**config.mk**
```make
export PLATFORM = sky130hd
export DESIGN_NAME = hsd_emit
export DESIGN_NICKNAME = d
export VERILOG_FILES = /design/src/sv/hsd_pkg.sv /design/src/sv/hsd_emit.sv
export SDC_FILE = /design/constraint.sdc
export NUM_CORES = 1
export LEC_CHECK = 0
export BUFFER_PORTS_ARGS = -buffer_cell sky130_fd_sc_hd__buf_2
export CELL_PAD_IN_SITES_DETAIL_PLACEMENT = 1
export CELL_PAD_IN_SITES_GLOBAL_PLACEMENT = 2
export CORE_ASPECT_RATIO = 2
export CORE_MARGIN = 2
export CORE_UTILIZATION = 43
export CTS_BUF_LIST = sky130_fd_sc_hd__clkbuf_4
export CTS_CLUSTER_DIAMETER = 100
export DETAILED_ROUTE_END_ITERATION = 8
export GPL_TIMING_DRIVEN = 0
export HOLD_SLACK_MARGIN = 0.02
export PLACE_DENSITY_LB_ADDON = 0.08
export SLEW_MARGIN = 10
export SYNTH_ARGS = -nofsm -noshare
export SYNTH_HDL_FRONTEND = slang
export SYNTH_SLANG_ARGS = --single-unit
```
**constraint.sdc**
```tcl
create_clock -name i_clk -period 3.85 [get_ports i_clk]
set_input_delay 0.5775 -clock i_clk [delete_from_list [all_inputs] [get_ports i_clk]]
set_output_delay 0.5775 -clock i_clk [all_outputs]
set_load 0.005 [all_outputs]
```
**src/sv/hsd_pkg.sv**
```systemverilog
// ----------------------------------------------------------------------------
// hsd_pkg
// Shared constants, types and helpers of the Huffman stream decoder.
// ----------------------------------------------------------------------------
package hsd_pkg;

    localparam int SYMBOL_COUNT = 256;
    localparam int NODE_COUNT   = 511;
    localparam int HOLD_DEPTH   = 8;

    // Node word: leaf flag, symbol, left child, right child.
    localparam int IDX_W  = 9;
    localparam int SYM_W  = 8;
    localparam int WORD_W = 1 + SYM_W + 2 * IDX_W;
    localparam int LEAF_B = WORD_W - 1;

    // Bit stream phases.
    localparam logic [2:0] PH_FLAG  = 3'd0;
    localparam logic [2:0] PH_RAW   = 3'd1;
    localparam logic [2:0] PH_PAD   = 3'd2;
    localparam logic [2:0] PH_COUNT = 3'd3;
    localparam logic [2:0] PH_TFLAG = 3'd4;
    localparam logic [2:0] PH_TSYM  = 3'd5;
    localparam logic [2:0] PH_DATA  = 3'd6;

    // Request from the bit engine to the hold queue and output stage.
    typedef struct packed {
        logic             push;
        logic             flush;
        logic             clear;
        logic [SYM_W-1:0] sym;
        logic [2:0]       drop;
    } t_emit_req;

    // Pad symbols to drop: pad count, or pad count over the leftmost depth.
    function automatic logic [2:0] drop_calc(logic [2:0] pad, logic [3:0] depth);
        logic [3:0] rem;
        logic [2:0] quo;
        begin
            rem = {1'b0, pad};
            quo = 3'd0;
            if (depth < 4'd2) begin
                return pad;
            end
            for (int k = 0; k < 3; k++) begin
                if (rem >= depth) begin
                    rem = rem - depth;
                    quo = quo + 3'd1;
                end
            end
            return quo;
        end
    endfunction

endpackage

```
**src/sv/hsd_emit.sv**
```systemverilog
// ----------------------------------------------------------------------------
// hsd_emit
// Hold queue for decoded symbols, one pending result and the output register.
// ----------------------------------------------------------------------------
module hsd_emit #(
    parameter int HOLD_DEPTH = hsd_pkg::HOLD_DEPTH
) (
    input  logic                     i_clk,
    input  logic                     i_rst_n,
    input  hsd_pkg::t_emit_req       i_req,
    output logic                     o_ready,
    output logic                     o_out_valid,
    input  logic                     i_out_stall,
    output logic [hsd_pkg::SYM_W-1:0] o_out_byte,
    output logic                     o_last_of_run
);

    localparam int HAW = $clog2(HOLD_DEPTH);
    localparam int FW  = $clog2(HOLD_DEPTH + 1);

    logic [hsd_pkg::SYM_W-1:0] r_q [HOLD_DEPTH];
    logic [hsd_pkg::SYM_W-1:0] t_q [HOLD_DEPTH];
    logic [FW-1:0]             r_fill;
    logic                      r_pv;
    logic [hsd_pkg::SYM_W-1:0] r_pb;
    logic                      r_ov;
    logic [hsd_pkg::SYM_W-1:0] r_ob;
    logic                      r_ol;
    logic                      out_free;
    logic                      qout;
    logic                      do_push;
    logic                      do_flush;

    assign out_free = !r_ov || !i_out_stall;
    assign o_ready  = !r_pv || out_free;
    assign do_push  = i_req.push && o_ready;
    assign do_flush = i_req.flush && o_ready && r_pv;
    assign qout     = (r_fill + FW'(1)) > FW'(i_req.drop);

    always_comb begin
        for (int i = 0; i < HOLD_DEPTH; i++) begin
            t_q[i] = r_q[i];
        end
        t_q[r_fill[HAW-1:0]] = i_req.sym;
    end

    always_ff @(posedge i_clk) begin
        if (!i_rst_n) begin
            r_ov   <= 1'b0;
            r_pv   <= 1'b0;
            r_fill <= '0;
        end else begin
            if (out_free) begin
                r_ov <= 1'b0;
            end
            if (do_push) begin
                if (qout) begin
                    r_pv <= 1'b1;
                    if (r_pv) begin
                        r_ov <= 1'b1;
                    end
                end else begin
                    r_fill <= r_fill + FW'(1);
                end
            end
            if (do_flush) begin
                r_ov <= 1'b1;
                r_pv <= 1'b0;
            end
            if (i_req.clear) begin
                r_fill <= '0;
            end
        end
    end

    always_ff @(posedge i_clk) begin
        if (do_push) begin
            if (qout) begin
                for (int i = 0; i < HOLD_DEPTH - 1; i++) begin
                    r_q[i] <= t_q[i+1];
                end
                r_pb <= t_q[0];
                if (r_pv) begin
                    r_ob <= r_pb;
                    r_ol <= 1'b0;
                end
            end else begin
                for (int i = 0; i < HOLD_DEPTH; i++) begin
                    r_q[i] <= t_q[i];
                end
            end
        end
        if (do_flush) begin
            r_ob <= r_pb;
            r_ol <= 1'b1;
        end
    end

    assign o_out_valid   = r_ov;
    assign o_out_byte    = r_ob;
    assign o_last_of_run = r_ol;

endmodule

```
==> results.cfg <==
[run_status]
status = finished clean

[global_route]
grt_use_total = 0.2147
grt_pass1_vias = 3432
grt_max_degree = 60
grt_pass1_wl_um = 17500
grt_overflow = 0
antenna_found_initial = 1

[worst_hold_path]
hold_class = in2reg
whs_endpoint = o_out_valid
min_path_cells = 3
worstHoldStart = i_rst_n

[cts]
ctsHtreeMaxLevel = 3
cts_setup_buffers = 0
clk_pin_slew_ns = 0.13
cts_tree = yes
worstSkewPairLatency_ns = 0.46
cts_sinks = 87
clockBufferDepth = 2
cts_resized = 0
holdBufCountCts = 0
cts-root-buf = clkbuf_4
cts_inserted_buffers = 9

[place]
place_hpwl_um = 8239
io_buffer_count = 27
place.gp.congestion = 0.7976

[synth]
postSynthNetCount = 397
synth_compound_area_frac = 0.1912
netlist_top_cells_count = 80 x edfxtp_1, 47 x inv_1, 32 x nor2_1
synth.most_common_cell = edfxtp_1
synth_top_area_cell = edfxtp_1
synth-xor-area-share = 0.005742
yosys.cell_types.count = 47
synth-simple-area-share = 0.09848
synth-edff-count = 80
synth-async-reset-ratio = 0
yosysWarnings = 0
synthCells = 376
synthAdderAreaFrac = 0.01148
syn_area_sq_um = 4358
ys_seq_area_frac = 0.5834
synth_top_area_frac = 0.5512
avgSynthCellArea_sq_um = 11.59
synth.mux.area_fraction = 0.05398
yosys_register_bits = 87
netlist_top_cells_area = edfxtp_1 55%, a222oi_1 5.1%, inv_1 4.0%
synthFlopType = edfxtp_1
synth_top_family_by_area = compound AO/OA/AOI/OAI gates

[timing]
rsz0062_at_grt = false
finalMaxSlewViolations = 0
slew_headroom = 0.4008
holdWs_ns = 0.4114
worst_slew_pin_slew_ns = 0.8987
min_period_ns = 3.250
setup-tns-final_ns = 0
fmax_mhz = 307.7
setup_viol = 0
finalHoldViolations = 0
min_period_over_period = 0.8442
skew_ns = 0.02170

[power]
vdd_drop_max_v = 0.0004197
leakage_nw = 1.855
p_per_area_nw_per_um2 = 415.6
p_clk_frac = 0.267
swShare = 0.2704
intPower_mw = 1.468
seqPwrFrac = 0.580
p_switching_uw = 543.9
share_comb_of_total_power = 0.152

[detailed_routing]
vias = 3170
antenna_left = 0
drt-pass1-iter-count = 7
drt_iter0_drc = 183
via_per_inst = 5.701
wl_um = 10890
drc = 0
wl_per_cell_um = 19.58

[critical_path]
cp_slowest_cell = a21oi_1
reg2reg_to = o_out_byte[5]
reg2reg_from = r_fill[2]
cp.required_ns = 3.94
start_kind = flop
path_buf_inv = 1
arrival_ns = 3.34
path_cells = buf_2, xor2_1, ha_1, nand3_1, o21ai_2, o21ai_2, nand2_1, a21oi_1
reg2reg_slack_ns = 0.60
rr_worst_depth = 8
crit_path_end_kind = flop
crit_family = compound AO/OA/AOI/OAI gates
slowest_delay_ns = 0.72
path_max_fanout = 10
critPathKind = reg2reg
cpMostUsedCell = o21ai_2

[final_layout]
final_nets = 436
drive_gt1_frac = 0.1810
seq_area_sq_um = 2542
n_fill_cell = 1133
multi_input_area_sq_um = 1573
area_growth_pct = 11.05

[floorplanning]
rows = 52
dieHeight_um = 146.4
start_util = 0.4349
pin_count = 28
die_w_um = 75.19
die_area_sq_um = 11000
core_sq_um = 10020

[job]
drv_cap = 0
-- routing by layer --
layer | global-route usage | part of all wire | vias up
li1 | - | - | 1523
met1 | 0.2247 | 0.36 | 1582
met2 | 0.4105 | 0.59 | 50
met3 | 0.03313 | 0.023 | 15
met4 | 0.07193 | 0.020 | 0
met5 | 0 | 0 | -
-- worst max-delay path by stage --
| stage | depth (start not counted) | startpoint | endpoint | slack [ns] |
|---|---|---|---|---|
| 3_5_place_dp | 8 | r_fill[2] | o_out_byte[0] | 0.55 |
| 5_1_grt | 9 | r_fill[2] | r_q[1][22] | 0.30 |
| 4_1_cts | 8 | r_fill[2] | o_out_byte[2] | 0.51 |
| 3_3_place_gp | 7 | i_out_stall | r_q[1][22] | -0.54 |
| 6_report | 8 | r_fill[2] | o_out_byte[5] | 0.60 |
| 2_1_floorplan | 6 | i_out_stall | o_last_of_run | 0.67 |
-- cell type report --
class | instances | area share
buffer | 14 | 0.01370
multi-input combinational | 227 | 0.3250
sequential | 87 | 0.5253
inverter | 48 | 0.03723
clock buffer | 10 | 0.01551
clock inverter | 6 | 0.01422
timing repair buffer | 28 | 0.03361
tap | 135 | 0.03490
antenna | 1 | 0.0005171
-- power groups by stage --
| stage | Sequential, mW | Clock [mW] | Combinational, mW |
|---|---|---|---|
| 4_1_cts | 1.17 | 0.549 | 0.312 |
| 5_1_grt | 1.18 | 0.582 | 0.344 |
| 3_3_place_gp | 1.19 | 0 | 0.292 |
| 6_report | 1.17 | 0.538 | 0.307 |
| 2_1_floorplan | 1.18 | 0 | 0.216 |
| 3_5_place_dp | 1.19 | 0 | 0.309 |
-- cells by family after synthesis --
logic type | count (synthesis)
buffers and inverters | 62
muxes | 22
and+or+nand+nor | 94
adders and majority gates | 4
AOI/OAI and AO/OA | 105
DFF | 87
xor gates and xnor gates | 2
-- stage by stage --
step | setup WS, ns | utilization | area (sq um) | cells | total power, mW
finish | 0.5998 | 0.4830 | 4840 | 556 | 2.011
global route | 0.3037 | 0.4830 | 4840 | 556 | 2.103
CTS | 0.5122 | 0.4828 | 4837 | 555 | 2.029
detailed placement | 0.5480 | 0.4684 | 4693 | 539 | 1.499
global placement | -0.5378 | 0.4653 | 4662 | 538 | 1.480
floorplan | 0.6675 | - | 4358 | 376 | 1.398
-- flip-flops by register name (all words and copies together) (netlist names) --
| name | cells |
|---|---|
| r_pb | 8 |
| r_pv | 1 |
| r_q | 64 |
| o_last_of_run | 1 |
| o_out_valid | 1 |
| r_fill | 4 |
| o_out_byte | 8 |
-- placed cells by master (no fill, tap or decap), types with 11 or more instances in the layout --
cell | Yosys | layout
edfxtp_1 | 80 | 80
inv_1 | 47 | 47
buf_2 | 8 | 35
nor2_1 | 32 | 32
nand2_1 | 24 | 24
a222oi_1 | 22 | 22
o21ai_0 | 19 | 19
a221oi_1 | 19 | 19
a21oi_1 | 16 | 16
nand3_1 | 14 | 14
mux2i_1 | 12 | 12
clkbuf_4 | 0 | 11
-- worst register-to-register path, delay by kind of cell, from the launching register on --
kind	cells	cell delay, ns
simple gates	2	0.34
flops	1	0.46
buf+inv	1	0.28
fa+ha+maj	1	0.29
compound gates	3	1.32
xor+xnor	1	0.21
(Power assumes the default switching activity.)
